File: config.mk
export PLATFORM = sky130hd
export DESIGN_NAME = wain_merge
export DESIGN_NICKNAME = d
export VERILOG_FILES = /design/src/hw/rtl/wain_pkg.sv /design/src/hw/rtl/wain_isqrt.sv /design/src/hw/rtl/wain_merge.sv
export SDC_FILE = /design/constraint.sdc
export NUM_CORES = 1
export LEC_CHECK = 0
export CORE_MARGIN = 4
export CORE_UTILIZATION = 35
export CTS_CLUSTER_SIZE = 25
export DETAILED_ROUTE_END_ITERATION = 12
export DONT_BUFFER_PORTS = 1
export MAX_ROUTING_LAYER = met4
export SLEW_MARGIN = 10
export SYNTH_ARGS = -nofsm -noshare
export SYNTH_HDL_FRONTEND = slang
export SYNTH_HIERARCHICAL = 1
export SYNTH_SLANG_ARGS = --single-unit
export TNS_END_PERCENT = 1
File: constraint.sdc
create_clock -name aclk -period 7.3 [get_ports aclk]
set_input_delay 1.825 -clock aclk [delete_from_list [all_inputs] [get_ports aclk]]
set_output_delay 1.825 -clock aclk [all_outputs]
set_load 0.005 [all_outputs]
File: src/hw/rtl/wain_pkg.sv
// ----------------------------------------------------------------------------
// wain_pkg: shared types and constants of the windowed accel integrator
// Field widths, register indexes, reset values and the lane control bundle.
// ----------------------------------------------------------------------------
package wain_pkg;

    localparam int NUM_LANES  = 3;

    localparam int SAMPLE_W   = 16;
    localparam int SUM_W      = 24;
    localparam int GAIN_W     = 16;
    localparam int GAIN_SHIFT = 16;
    localparam int CNT_W      = 8;
    localparam int IDX_W      = 32;

    // lane multiplier operand width covers a signed sum and an unsigned gain
    localparam int MUL_W      = 25;
    localparam int VEL_W      = 24;
    localparam int MEAN_W     = 17;
    localparam int MEANQ_W    = 16;
    localparam int VSQ_W      = 46;
    localparam int MSQ_W      = 31;

    // radicand widths of the two magnitude roots
    localparam int ASUM_W     = 32;
    localparam int VSUM_W     = 48;
    localparam int AMAG_W     = ASUM_W / 2;
    localparam int VMAG_W     = VSUM_W / 2;

    localparam int MAX_WINDOW = 255;

    localparam int CFG_IDX_W  = 8;
    localparam int CFG_DATA_W = 16;

    localparam logic [CFG_IDX_W-1:0] REG_WINDOW_SIZE   = CFG_IDX_W'(0);
    localparam logic [CFG_IDX_W-1:0] REG_VELOCITY_GAIN = CFG_IDX_W'(1);

    localparam logic [CNT_W-1:0]  WINDOW_SIZE_RST   = CNT_W'(5);
    localparam logic [GAIN_W-1:0] VELOCITY_GAIN_RST = GAIN_W'(6423);

    // lane multiplier operand select
    localparam logic [1:0] MUL_GAIN = 2'd0;
    localparam logic [1:0] MUL_VEL  = 2'd1;
    localparam logic [1:0] MUL_MEAN = 2'd2;

    typedef struct packed {
        logic       acc_en;
        logic       close;
        logic       mul_en;
        logic [1:0] mul_sel;
    } wain_lane_ctrl_t;

endpackage

File: src/hw/rtl/wain_isqrt.sv
// ----------------------------------------------------------------------------
// wain_isqrt: iterative floor square root
// Digit-by-digit root, one result bit per cycle.
// ----------------------------------------------------------------------------
module wain_isqrt import wain_pkg::*; #(
    parameter int W = VSUM_W
) (
    input  logic           aclk,
    input  logic           aresetn,
    input  logic           start,
    input  logic [W-1:0]   radicand,
    output logic           busy,
    output logic [W/2-1:0] root
);

    logic [W-1:0] v_reg;
    logic [W-1:0] res_reg;
    logic [W-1:0] bit_reg;
    logic [W:0]   trial;
    logic         take;

    always_comb begin
        trial = {1'b0, res_reg} + {1'b0, bit_reg};
        take  = ({1'b0, v_reg} >= trial);
    end

    always_ff @(posedge aclk) begin
        if (!aresetn) begin
            bit_reg <= '0;
        end else if (start) begin
            bit_reg <= W'(1) << (W - 2);
        end else begin
            bit_reg <= bit_reg >> 2;
        end
    end

    always_ff @(posedge aclk) begin
        if (start) begin
            v_reg   <= radicand;
            res_reg <= '0;
        end else if (bit_reg != '0) begin
            if (take) begin
                v_reg   <= v_reg - trial[W-1:0];
                res_reg <= (res_reg >> 1) + bit_reg;
            end else begin
                res_reg <= res_reg >> 1;
            end
        end
    end

    assign busy = (bit_reg != '0);
    assign root = res_reg[W/2-1:0];

endmodule

File: src/hw/rtl/wain_merge.sv
// ----------------------------------------------------------------------------
// wain_merge: combine the lanes into vector magnitudes
// Sums the per-axis squares and runs both floor roots side by side.
// ----------------------------------------------------------------------------
module wain_merge import wain_pkg::*; (
    input  logic              aclk,
    input  logic              aresetn,
    input  logic              start,
    input  logic [MSQ_W-1:0]  acc_sq [NUM_LANES],
    input  logic [VSQ_W-1:0]  vel_sq [NUM_LANES],
    output logic              busy,
    output logic [AMAG_W-1:0] accel_mag,
    output logic [VMAG_W-1:0] vel_mag
);

    logic [ASUM_W-1:0] acc_rad;
    logic [VSUM_W-1:0] vel_rad;
    logic              acc_busy;
    logic              vel_busy;

    // three squares per vector; the totals always fit the radicand widths
    always_comb begin
        acc_rad = '0;
        vel_rad = '0;
        for (int i = 0; i < NUM_LANES; i++) begin
            acc_rad = acc_rad + ASUM_W'(acc_sq[i]);
            vel_rad = vel_rad + VSUM_W'(vel_sq[i]);
        end
    end

    wain_isqrt #(.W(ASUM_W)) u_acc_root (
        .aclk     (aclk),
        .aresetn  (aresetn),
        .start    (start),
        .radicand (acc_rad),
        .busy     (acc_busy),
        .root     (accel_mag)
    );

    wain_isqrt #(.W(VSUM_W)) u_vel_root (
        .aclk     (aclk),
        .aresetn  (aresetn),
        .start    (start),
        .radicand (vel_rad),
        .busy     (vel_busy),
        .root     (vel_mag)
    );

    assign busy = acc_busy | vel_busy;

endmodule

==> results.txt <==
The run finished with clean final reports. After layout, the worst setup slack is 1.47 ns. The synthesized design contains 80 enable-type register cells. The post-placement cell count is 3616, and the number of top-level design ports is 275.

The tools report the global-route wire length before repair as 109000 microns. The post-route setup TNS is 0 ns, and the number of DRC markers after the initial detailed-route iteration is 1822. The endpoint type of the worst setup path was a flip-flop. The via count of the first global-routing pass is 19400, and the clock latency on the worst-skew pair is 0.50 ns. The post-layout instance count excluding filler cells came out at 3648. Maximum net fanout on the critical path: 41. The total power divided by cell area is 319 nW/um^2, and the worst clock skew on the final layout is 0.0251 ns.

Initial core utilization: 35.3%. Of all flip-flops after synthesis, the portion carrying an async set or reset was 0%. For the internal reg-to-reg setup slack, the log shows 1.47 ns. The average instance in the mapped netlist occupies 8.22 sq um.

The via count was 21100. Internal power comes to 4.06 mW. Setup repair after global routing left no endpoint under its margin. The number of different library cells used by synthesis comes to 102. The run gives 0 as the count of instances resized after the clock tree is built. For this run, the leading register cell type out of synthesis is dfxtp_1.

The number of vias per cell after detailed routing works out to 5.78. The tool flagged a number of max-cap violations equal to 0. For the number of antenna violations at the first check in global routing, the log shows 1. The detailed-route wire length per cell was 19.1 microns; the cell count after synthesis was 2885.

In the global route stage, overall resource usage came out at 19.4%. STA puts the critical path data required time at 7.48 ns. Counting every net in the synthesized netlist gives 3439. Clock-pin slew was measured on the worst setup and hold paths at 0.08 ns. Summed over all nets, the switching power comes to 3.82 mW.

The synthesis-to-finish area growth is 4.19%, and the quantity of I/O buffers inserted on ports is 0. 0 antenna diodes ended up in the layout. For the total CTS buffers, the log shows 17. The final critical path takes up 79.9% of the cycle. The die covers 72000 sq um.

The tools report the post-CTS repair timing setup buffer count as 0. For the pin with the worst max-slew slack, the measured transition is 1.06 ns. The wire-length estimate of the detail-placed layout is 54400 microns. The mapped netlist covers 23700 sq um. Routability-driven placement finished with a final weighted congestion of 0.922. The count of endpoints failing hold in the final timing report is 0, and the maximum clock insertion buffer count is 2.

The first TritonRoute pass finished after 6 iterations. Summed over all layers, the routed wires come to 69800 microns. Entering global routing, the biggest net connects 204 pins. The kind of critical path was reg2reg. The number of cell instances on the worst register-to-register path is 22.

The startpoint identified for the worst register-to-register timing path is u_vel_root/res_reg[12]$_SDFFE_PP0P_. For this design the static power due to leakage is 9.52 nW. For this run the aggregate overflow at the end of global routing stands at 0. The H-tree generated during clock tree synthesis spans 4 levels. The fraction of layout instances using a drive strength above 1 came out at 5.05%. The layout has 6934 filler cells. The path with the worst hold slack has its endpoint at u_acc_root/bit_reg[6]$_SDFF_PP0_. Static timing analysis puts the maximum clock frequency at 172 MHz.

The number of pins with negative max-slew slack in the final report was 0; the switching part of the total power was 48.4%. The run gives 1.47 ns as the pre-CTS worst setup slack. The worst hold path belongs to the class reg2reg. For the number of failing setup endpoints in the final timing report, the log shows 0. Of the total power, combinational logic draws 64.2%. The flip-flop and latch count after synthesis was 200. TritonCTS built the clock tree. The floorplan step defined a core boundary enclosing 67200 sq um. Leaving out fill and tap cells, the most frequent cell in the layout is nand2_1. The number of clock sinks is 200. Launch point of the worst hold path: u_acc_root/bit_reg[8]$_SDFF_PP0_.

The logs give 0 for the count of antenna-violating nets left after detailed routing and 29.1% for the remaining max-slew budget at the tightest pin. For this run, design rule violations remaining after detail routing come to 0. Number of buffers inserted by hold repair at cts: 0.

Measured along the y axis, the die boundary spans 268 microns. The Yosys step of the flow raised 6 warnings. The top cell types in the final layout, fill and taps aside, are nand2_1 (286), ha_1 (239), o21ai_0 (237), a21oi_1 (223), nor2_1 (169). The die is 268 microns wide.

The endpoint identified for the worst register-to-register timing path is u_vel_root/v_reg[30]$_DFFE_PP_. In this run the clock root is driven by a clkbuf_16. The share of the yosys chip area belonging to registers is 20.3%, and the number of standard-cell rows in the floorplan is 95.

The post-layout minimum cycle time was 5.83 ns. Number of instances on the worst hold path: 1. The part of the total power dissipated in the clock network was 12.7%; the sequential share of power was 23.0%. STA classifies the critical path startpoint as a flip-flop. Across the VDD grid, the largest voltage drop is 0.208 mV.

The arrival time at the worst endpoint was 6.01 ns. For this run, the post-layout net count is 3316.
-- cells by family after synthesis --
kind of cell	synth area share, %
AND/OR/NAND/NOR	18.2
adder cells (fa/ha/maj)	19.4
flip-flops	20.3
AO/OA/AOI/OAI	27.5
XOR/XNOR	8.82
multiplexers	1.00
buffers and inverters	4.76
-- worst max path at each step --
stage	start	end	slack (ns)
after floorplan	u_acc_root/res_reg[16]$_SDFFE_PP0P_	u_acc_root/v_reg[0]$_DFFE_PP_	0.71
after global placement	vel_sq[1]	u_vel_root/v_reg[45]$_DFFE_PP_	1.57
after detailed placement	u_vel_root/res_reg[22]$_SDFFE_PP0P_	u_vel_root/v_reg[44]$_DFFE_PP_	1.47
after CTS	u_vel_root/res_reg[22]$_SDFFE_PP0P_	u_vel_root/v_reg[30]$_DFFE_PP_	1.43
after global routing	u_vel_root/res_reg[4]$_SDFFE_PP0P_	u_vel_root/v_reg[30]$_DFFE_PP_	1.00
final	u_vel_root/res_reg[12]$_SDFFE_PP0P_	u_vel_root/v_reg[30]$_DFFE_PP_	1.47
-- synthesized netlist by cell type, types with 13 or more instances --
| master | count | share of area, % |
|---|---|---|
| a311oi_1 | 15 | 0.55 |
| a21o_1 | 96 | 3.0 |
| o211ai_1 | 16 | 0.51 |
| nand2b_1 | 22 | 0.58 |
| a31oi_1 | 99 | 2.6 |
| xnor2_1 | 133 | 4.9 |
| a211oi_1 | 42 | 1.3 |
| nand2_1 | 286 | 4.5 |
| inv_1 | 78 | 1.2 |
| ha_1 | 239 | 13 |
| buf_2 | 24 | 0.51 |
| mux2_2 | 14 | 0.66 |
| nor4_1 | 27 | 0.71 |
| buf_4 | 52 | 1.6 |
| and2_1 | 59 | 1.6 |
| a21oi_1 | 223 | 4.7 |
| dfxtp_1 | 120 | 10 |
| o41ai_1 | 14 | 0.52 |
| nor2_1 | 169 | 2.7 |
| or4_1 | 16 | 0.51 |
| clkbuf_1 | 79 | 1.2 |
| a31o_2 | 15 | 0.55 |
| nand3_1 | 65 | 1.4 |
| fa_1 | 81 | 6.8 |
| o21bai_1 | 37 | 1.2 |
| o21a_1 | 25 | 0.79 |
| nor2b_1 | 29 | 0.76 |
| nand4_1 | 43 | 1.1 |
| o31a_1 | 13 | 0.48 |
| o21ai_0 | 238 | 5.0 |
| o31ai_1 | 28 | 0.89 |
| edfxtp_1 | 80 | 10 |
| and3_1 | 34 | 0.90 |
| or3_1 | 15 | 0.40 |
| nor3_1 | 47 | 0.99 |
| xor2_1 | 106 | 3.9 |
-- power by group through the flow --
stage / logic [mW] / clock network, mW / registers [mW]
floorplan: 3.94 / 0 / 1.72
global placement: 4.98 / 0 / 1.84
CTS: 5.00 / 1.04 / 1.81
finish: 5.06 / 1.00 / 1.81
detailed placement: 4.96 / 0 / 1.83
global route: 5.62 / 1.08 / 1.85
-- metal layers --
layer  vias to the layer above  GRT usage, %  routed length [microns]
met1                      9971          29.9                    36600
met3                        56          2.36                     3950
met5                         -             -                        0
met4                         0          4.83                     1130
met2                       607          26.6                    28200
li1                      10500             -                        -
-- critical path, stage by stage, from the launching register on --
cell	delay (ns)
dfxtp_1	0.59
ha_1	0.34
and4_4	0.20
a211o_1	0.34
a211oi_1	0.29
o21ba_2	0.23
or4_1	0.14
a21oi_1	0.10
o41ai_2	0.36
nor2_1	0.09
o21ai_0	0.15
o31ai_1	0.10
ha_1	0.37
nand2_1	0.15
o21ai_0	0.15
a21oi_1	0.18
nor2b_1	0.06
o21ai_0	0.19
o211ai_2	0.13
a31oi_4	0.55
nor2_2	0.09
a21o_2	0.32
buf_4	0.31
-- cell type report --
cell class	instances	area [sq um]	area share, %
Clock buffer	20	457	1.85
Clock inverter	12	125	0.506
Tap cell	873	1090	4.42
Multi-Input combinational cell	2447	17800	72.1
Sequential cell	200	4800	19.4
Timing Repair Buffer	17	128	0.516
Inverter	79	297	1.20
-- metrics by stage --
| stage | hold slack, ns | instance area, sq um | power (mW) | util [%] |
|---|---|---|---|---|
| floorplan | 0.454 | 23700 | 5.67 | - |
| global placement | 0.501 | 24100 | 6.81 | 35.9 |
| detailed placement | 0.511 | 24100 | 6.80 | 35.9 |
| CTS | 0.519 | 24700 | 7.86 | 36.8 |
| global route | 0.543 | 24700 | 8.55 | 36.8 |
| finish | 0.515 | 24700 | 7.88 | 36.8 |
No activity file was read; power rests on OpenSTA's default activity.
