[src/hw/rtl/wain_pkg.sv]
// ----------------------------------------------------------------------------
// wain_pkg: shared types and constants of the windowed accel integrator
// Field widths, register indexes, reset values and the lane control bundle.
// ----------------------------------------------------------------------------
package wain_pkg;

    localparam int NUM_LANES  = 3;

    localparam int SAMPLE_W   = 16;
    localparam int SUM_W      = 24;
    localparam int GAIN_W     = 16;
    localparam int GAIN_SHIFT = 16;
    localparam int CNT_W      = 8;
    localparam int IDX_W      = 32;

    // lane multiplier operand width covers a signed sum and an unsigned gain
    localparam int MUL_W      = 25;
    localparam int VEL_W      = 24;
    localparam int MEAN_W     = 17;
    localparam int MEANQ_W    = 16;
    localparam int VSQ_W      = 46;
    localparam int MSQ_W      = 31;

    // radicand widths of the two magnitude roots
    localparam int ASUM_W     = 32;
    localparam int VSUM_W     = 48;
    localparam int AMAG_W     = ASUM_W / 2;
    localparam int VMAG_W     = VSUM_W / 2;

    localparam int MAX_WINDOW = 255;

    localparam int CFG_IDX_W  = 8;
    localparam int CFG_DATA_W = 16;

    localparam logic [CFG_IDX_W-1:0] REG_WINDOW_SIZE   = CFG_IDX_W'(0);
    localparam logic [CFG_IDX_W-1:0] REG_VELOCITY_GAIN = CFG_IDX_W'(1);

    localparam logic [CNT_W-1:0]  WINDOW_SIZE_RST   = CNT_W'(5);
    localparam logic [GAIN_W-1:0] VELOCITY_GAIN_RST = GAIN_W'(6423);

    // lane multiplier operand select
    localparam logic [1:0] MUL_GAIN = 2'd0;
    localparam logic [1:0] MUL_VEL  = 2'd1;
    localparam logic [1:0] MUL_MEAN = 2'd2;

    typedef struct packed {
        logic       acc_en;
        logic       close;
        logic       mul_en;
        logic [1:0] mul_sel;
    } wain_lane_ctrl_t;

endpackage

[src/hw/rtl/wain_lane.sv]
// ----------------------------------------------------------------------------
// wain_lane: one axis of the integrator
// Window accumulator, gain multiply, mean divider and squares for one axis.
// ----------------------------------------------------------------------------
module wain_lane import wain_pkg::*; (
    input  logic                     aclk,
    input  logic                     aresetn,
    input  wain_lane_ctrl_t          ctrl,
    input  logic signed [SAMPLE_W-1:0] sample,
    input  logic [GAIN_W-1:0]        gain,
    input  logic [CNT_W-1:0]         div_n,
    output logic signed [VEL_W-1:0]  vel,
    output logic [VSQ_W-1:0]         vel_sq,
    output logic [MSQ_W-1:0]         mean_sq,
    output logic                     div_done
);

    localparam int STEP_W = $clog2(SUM_W + 1);

    logic signed [SUM_W-1:0]   sum_reg;
    logic signed [SUM_W-1:0]   sum_next;
    logic signed [SUM_W:0]     sum_wide;
    logic signed [SUM_W-1:0]   work_sum_reg;

    logic [SUM_W-1:0]          dvd_reg;
    logic [CNT_W-1:0]          rem_reg;
    logic [CNT_W-1:0]          den_reg;
    logic                      neg_reg;
    logic [STEP_W-1:0]         step_reg;
    logic [CNT_W:0]            rem_sh;
    logic                      q_bit;

    logic signed [MEAN_W-1:0]  mean;
    logic signed [MUL_W-1:0]   mul_a;
    logic signed [MUL_W-1:0]   mul_b;
    logic signed [2*MUL_W-1:0] prod;

    logic signed [VEL_W-1:0]   vel_reg;
    logic [VSQ_W-1:0]          vsq_reg;
    logic [MSQ_W-1:0]          msq_reg;

    // saturating accumulate
    always_comb begin
        sum_wide = {sum_reg[SUM_W-1], sum_reg}
                 + {{(SUM_W+1-SAMPLE_W){sample[SAMPLE_W-1]}}, sample};
        if (sum_wide[SUM_W] != sum_wide[SUM_W-1]) begin
            sum_next = sum_wide[SUM_W] ? {1'b1, {(SUM_W-1){1'b0}}}
                                       : {1'b0, {(SUM_W-1){1'b1}}};
        end else begin
            sum_next = sum_wide[SUM_W-1:0];
        end
    end

    always_ff @(posedge aclk) begin
        if (!aresetn) begin
            sum_reg <= '0;
        end else if (ctrl.acc_en) begin
            sum_reg <= ctrl.close ? '0 : sum_next;
        end
    end

    // restoring divider, one quotient bit per cycle; quotient shifts into dvd
    always_comb begin
        rem_sh = {rem_reg, dvd_reg[SUM_W-1]};
        q_bit  = (rem_sh >= {1'b0, den_reg});
    end

    always_ff @(posedge aclk) begin
        if (!aresetn) begin
            step_reg <= '0;
        end else if (ctrl.acc_en && ctrl.close) begin
            step_reg <= STEP_W'(SUM_W);
        end else if (step_reg != '0) begin
            step_reg <= step_reg - STEP_W'(1);
        end
    end

    always_ff @(posedge aclk) begin
        if (ctrl.acc_en && ctrl.close) begin
            work_sum_reg <= sum_next;
            neg_reg      <= sum_next[SUM_W-1];
            dvd_reg      <= sum_next[SUM_W-1] ? (~sum_next + SUM_W'(1)) : sum_next;
            rem_reg      <= '0;
            den_reg      <= div_n;
        end else if (step_reg != '0) begin
            rem_reg <= q_bit ? CNT_W'(rem_sh - {1'b0, den_reg}) : rem_sh[CNT_W-1:0];
            dvd_reg <= {dvd_reg[SUM_W-2:0], q_bit};
        end
    end

    assign div_done = (step_reg == '0);

    // truncated mean: magnitude never exceeds one full-scale sample
    assign mean = neg_reg ? -$signed({1'b0, dvd_reg[MEANQ_W-1:0]})
                          :  $signed({1'b0, dvd_reg[MEANQ_W-1:0]});

    // shared multiplier: gain product, velocity square, mean square
    always_comb begin
        mul_a = '0;
        mul_b = '0;
        unique case (ctrl.mul_sel)
            MUL_GAIN: begin
                mul_a = {work_sum_reg[SUM_W-1], work_sum_reg};
                mul_b = {{(MUL_W-GAIN_W){1'b0}}, gain};
            end
            MUL_VEL: begin
                mul_a = {{(MUL_W-VEL_W){vel_reg[VEL_W-1]}}, vel_reg};
                mul_b = mul_a;
            end
            MUL_MEAN: begin
                mul_a = {{(MUL_W-MEAN_W){mean[MEAN_W-1]}}, mean};
                mul_b = mul_a;
            end
            default: begin
                mul_a = '0;
                mul_b = '0;
            end
        endcase
        prod = mul_a * mul_b;
    end

    always_ff @(posedge aclk) begin
        if (ctrl.mul_en) begin
            unique case (ctrl.mul_sel)
                MUL_GAIN: vel_reg <= prod[GAIN_SHIFT+VEL_W-1:GAIN_SHIFT];
                MUL_VEL:  vsq_reg <= prod[VSQ_W-1:0];
                MUL_MEAN: msq_reg <= prod[MSQ_W-1:0];
                default:  vel_reg <= vel_reg;
            endcase
        end
    end

    assign vel     = vel_reg;
    assign vel_sq  = vsq_reg;
    assign mean_sq = msq_reg;

endmodule

[config.mk]
export PLATFORM = sky130hd
export DESIGN_NAME = wain_lane
export DESIGN_NICKNAME = d
export VERILOG_FILES = /design/src/hw/rtl/wain_pkg.sv /design/src/hw/rtl/wain_lane.sv
export SDC_FILE = /design/constraint.sdc
export NUM_CORES = 2
export LEC_CHECK = 0
export BUFFER_PORTS_ARGS = -buffer_cell sky130_fd_sc_hd__buf_2
export CAP_MARGIN = 25
export CELL_PAD_IN_SITES_DETAIL_PLACEMENT = 1
export CELL_PAD_IN_SITES_GLOBAL_PLACEMENT = 1
export CORE_MARGIN = 2
export CORE_UTILIZATION = 45
export CTS_BUF_LIST = sky130_fd_sc_hd__clkbuf_4 sky130_fd_sc_hd__clkbuf_8 sky130_fd_sc_hd__clkbuf_16
export DETAILED_ROUTE_END_ITERATION = 12
export HOLD_SLACK_MARGIN = 0.03
export PLACE_DENSITY_LB_ADDON = 0.1
export SYNTH_ARGS = -nofsm -noshare
export SYNTH_HDL_FRONTEND = slang
export SYNTH_SLANG_ARGS = --single-unit
[constraint.sdc]
create_clock -name aclk -period 8.9 [get_ports aclk]
set_input_delay 0.89 -clock aclk [delete_from_list [all_inputs] [get_ports aclk]]
set_output_delay 0.89 -clock aclk [all_outputs]
set_load 0.02 [all_outputs]
==> impl_metrics.json <==
{
  "netlist_top_cells_area": "sky130_fd_sc_hd__fa_1 40%, sky130_fd_sc_hd__edfxtp_1 15%, sky130_fd_sc_hd__inv_1 8.6%",
  "path_common_cell": "sky130_fd_sc_hd__fa_1",
  "synth-seq-cells": 194,
  "grt_start_max_net_pins": 49,
  "die_y_um": 265.5,
  "setup-violations-final": 0,
  "rsz_0062_raised_after_global_routing": "true",
  "antenna_cells_inserted": 0,
  "timing.hold.worst_endpoint": "rem_reg[7]",
  "synth_ff_type": "sky130_fd_sc_hd__edfxtp_1",
  "crit_cells": 34,
  "finalWorstSetupSlack_ns": 0.08679,
  "cts_inserted_buffers": 17,
  "cap_viol_max_count": 0,
  "yosys.area.top_type_share_pct": 39.55,
  "antenna_violations_before_repair": 0,
  "max_freq_ghz": 0.1135,
  "clk_buf_depth": 2,
  "r2r_start": "dvd_reg[6]",
  "globalRouteOverflowTotal": 0,
  "timing.final.max_slew_violations": 0,
  "final_layout_size_suffix_gt1_share_pct": 20.12,
  "worst-endpoint-arrival_ns": 9.02,
  "cts_root_buffer": "sky130_fd_sc_hd__clkbuf_16",
  "clkTransAtPathRegs_ns": 0.08,
  "synth.yosys.seq_area_share_pct": 17.73,
  "synth_edf_count": 157,
  "reg2reg_setup_slack_ns": 0.09,
  "critPathKind": "reg2reg",
  "fill_cells": 7592,
  "holdCritPathClass": "reg2reg",
  "ys.warnings.count": 0,
  "total_core_area_um2": 67400,
  "synth_largest_area_cell": "sky130_fd_sc_hd__fa_1",
  "finalHoldViolCount": 0,
  "final_common_cell": "sky130_fd_sc_hd__inv_1",
  "r2r.worst_path.cells": 34,
  "critPathBufInv": 11,
  "multi_input_area_um2": 22980,
  "startpoint_type": "register",
  "cp.required_ns": 9.11,
  "fp.dieW_um": 265.5,
  "largest_reg_flops": 46,
  "start_util_pct": 45.66,
  "cts.htree.levels": 4,
  "pre_cts_ws_ns": -0.8419,
  "via_count": 24900,
  "cts.sink_count": 194,
  "finalWorstPathRequiredPeriod_ns": 8.813,
  "finish.utilization_pct": 54.83,
  "post_drt_wl_per_cell_um": 24.19,
  "worst_r2r_endpoint": "vel[23]",
  "area.sequential_um2": 5455,
  "timing.critical_path.to_type": "register",
  "worst_skew_pair.late_latency_ns": 0.47,
  "drc": 0,
  "final_cell_mix": "687 x sky130_fd_sc_hd__inv_1, 586 x sky130_fd_sc_hd__fa_1, 379 x sky130_fd_sc_hd__nor2_1",
  "detailed_place_hpwl_um": 93990,
  "design.portCount": 149,
  "path_max_fanout": 8,
  "ant_nets": 0,
  "first_global_vias": 28140,
  "track_usage_pct": 32.12,
  "grt_pass1_wl_um": 168500,
  "ys_types": 86,
  "numnets_final": 4518,
  "floorplan.rows": 95,
  "worst_pin_slew_ns": 0.9998,
  "final_critical_path_share_of_the_clock_period_pct": 99.02,
  "synth_area_per_cell_um2": 9.411,
  "hold_path_depth": 2,
  "tritoncts": "built",
  "synthCells": 3270,
  "clock_skew_ns": 0.02241,
  "place.port_buffers": 148,
  "dieArea_um2": 70500,
  "synth.cell_area_um2": 30770,
  "post_route_wl_um": 110700,
  "detail_route.iter0.violations": 1453,
  "area_growth_pct": 20.08,
  "outcome": "finished, final reports clean",
  "syn-num-nets": 4098,
  "globalplace.congestion": 0.9684,
  "routed_via_count_divided_by_cell_count": 5.441,
  "post_synth_arst_share_pct": 0,
  "path_delay_family": "adder cells",
  "timing.critical_path.slowest_cell_delay_ns": 0.57,
  "dr.pass1.iters": 6,
  "hold_path_startpoint": "rem_reg[7]",
  "critPathSlowestCell": "sky130_fd_sc_hd__fa_1",
  "slew_headroom_pct": 32.94
}
[cell type report]
class,count,share of cell area (%)
Clock buffer,17,1.151
Clock inverter,15,0.4300
Inverter,707,7.181
Multi-Input combinational cell,2240,62.18
Sequential cell,194,14.76
Tap cell,873,2.956
Timing Repair Buffer,530,11.34
[Yosys cell counts, types with 5 or more instances]
master,n
sky130_fd_sc_hd__nand3_1,22
sky130_fd_sc_hd__a21oi_1,93
sky130_fd_sc_hd__a211oi_1,12
sky130_fd_sc_hd__and2_1,14
sky130_fd_sc_hd__o21a_1,18
sky130_fd_sc_hd__nor2_1,393
sky130_fd_sc_hd__nor3_1,25
sky130_fd_sc_hd__o21ai_1,7
sky130_fd_sc_hd__o21ai_0,84
sky130_fd_sc_hd__fa_1,608
sky130_fd_sc_hd__dfxtp_1,37
sky130_fd_sc_hd__ha_1,173
sky130_fd_sc_hd__or2_2,7
sky130_fd_sc_hd__and3_1,8
sky130_fd_sc_hd__a41oi_1,5
sky130_fd_sc_hd__nand2_1,349
sky130_fd_sc_hd__a21o_1,55
sky130_fd_sc_hd__a21boi_0,7
sky130_fd_sc_hd__a22oi_1,23
sky130_fd_sc_hd__or3_1,8
sky130_fd_sc_hd__o31ai_1,14
sky130_fd_sc_hd__o21bai_1,12
sky130_fd_sc_hd__clkbuf_1,115
sky130_fd_sc_hd__nand4_1,8
sky130_fd_sc_hd__o211ai_1,7
sky130_fd_sc_hd__buf_1,10
sky130_fd_sc_hd__nor2b_1,39
sky130_fd_sc_hd__mux2i_1,21
sky130_fd_sc_hd__inv_1,703
sky130_fd_sc_hd__a31oi_1,7
sky130_fd_sc_hd__nand2b_1,30
sky130_fd_sc_hd__edfxtp_1,157
sky130_fd_sc_hd__xnor2_1,64
sky130_fd_sc_hd__xor2_1,37
[per-layer routing]
layer	vias to the layer above	track usage (%)	wire [um]
li1	10920	-	-
met1	13150	41.56	45310
met2	673	56.36	55710
met3	155	3.111	5211
met4	0	11.18	4464
met5	-	0	0
[cell families (layout without fill, tap and decap cells)]
family | after synthesis | in the layout | share of synthesized area (%)
buffers and inverters | 836 | 1269 | 10.24
XOR/XNOR | 101 | 101 | 2.874
AND/OR/NAND/NOR | 934 | 934 | 13.05
adder cells (fa/ha/maj) | 781 | 781 | 46.58
flip-flops | 194 | 194 | 17.73
AO/OA/AOI/OAI | 400 | 400 | 8.729
multiplexers | 24 | 24 | 0.7928
[how the worst max path moves through the flow]
stage,to,startpoint
floorplan,vel_sq[43],ctrl[0]
global placement,vel_sq[43],dvd_reg[5]
detailed placement,vel_sq[41],dvd_reg[5]
CTS,vel_sq[39],dvd_reg[5]
global route,vel[23],dvd_reg[7]
finish,vel[23],dvd_reg[6]
[worst register-to-register path, delay by kind of cell (launching register included)]
| kind | cells | cell delay (ns) |
|---|---|---|
| compound gates | 9 | 1.78 |
| buf+inv | 11 | 1.17 |
| simple gates | 5 | 1.21 |
| fa+ha+maj | 8 | 3.81 |
| xor+xnor | 1 | 0.18 |
| flops | 1 | 0.41 |
[stage by stage]
stage / hold slack, ns / area (um2) / cells / setup TNS [ns]
after floorplan: 0.4447 / 30780 / 3270 / 0
after global placement: 0.4540 / 34960 / 4497 / -6.438
after detailed placement: 0.4757 / 34960 / 4497 / -12.16
after CTS: 0.4893 / 36260 / 4557 / -0.3660
after global routing: 0.5132 / 36950 / 4576 / -1.993
final: 0.4918 / 36950 / 4576 / 0
[repair_timing]
item                       CTS  global route
hold buffers                 0             0
pin swaps                   42           105
setup endpoints to repair   45            48
gates resized for setup    100           114
buffers inserted            28            26
Power is not shown: default switching activity piles up to over one toggle a cycle in this logic, so the estimate is an artifact.
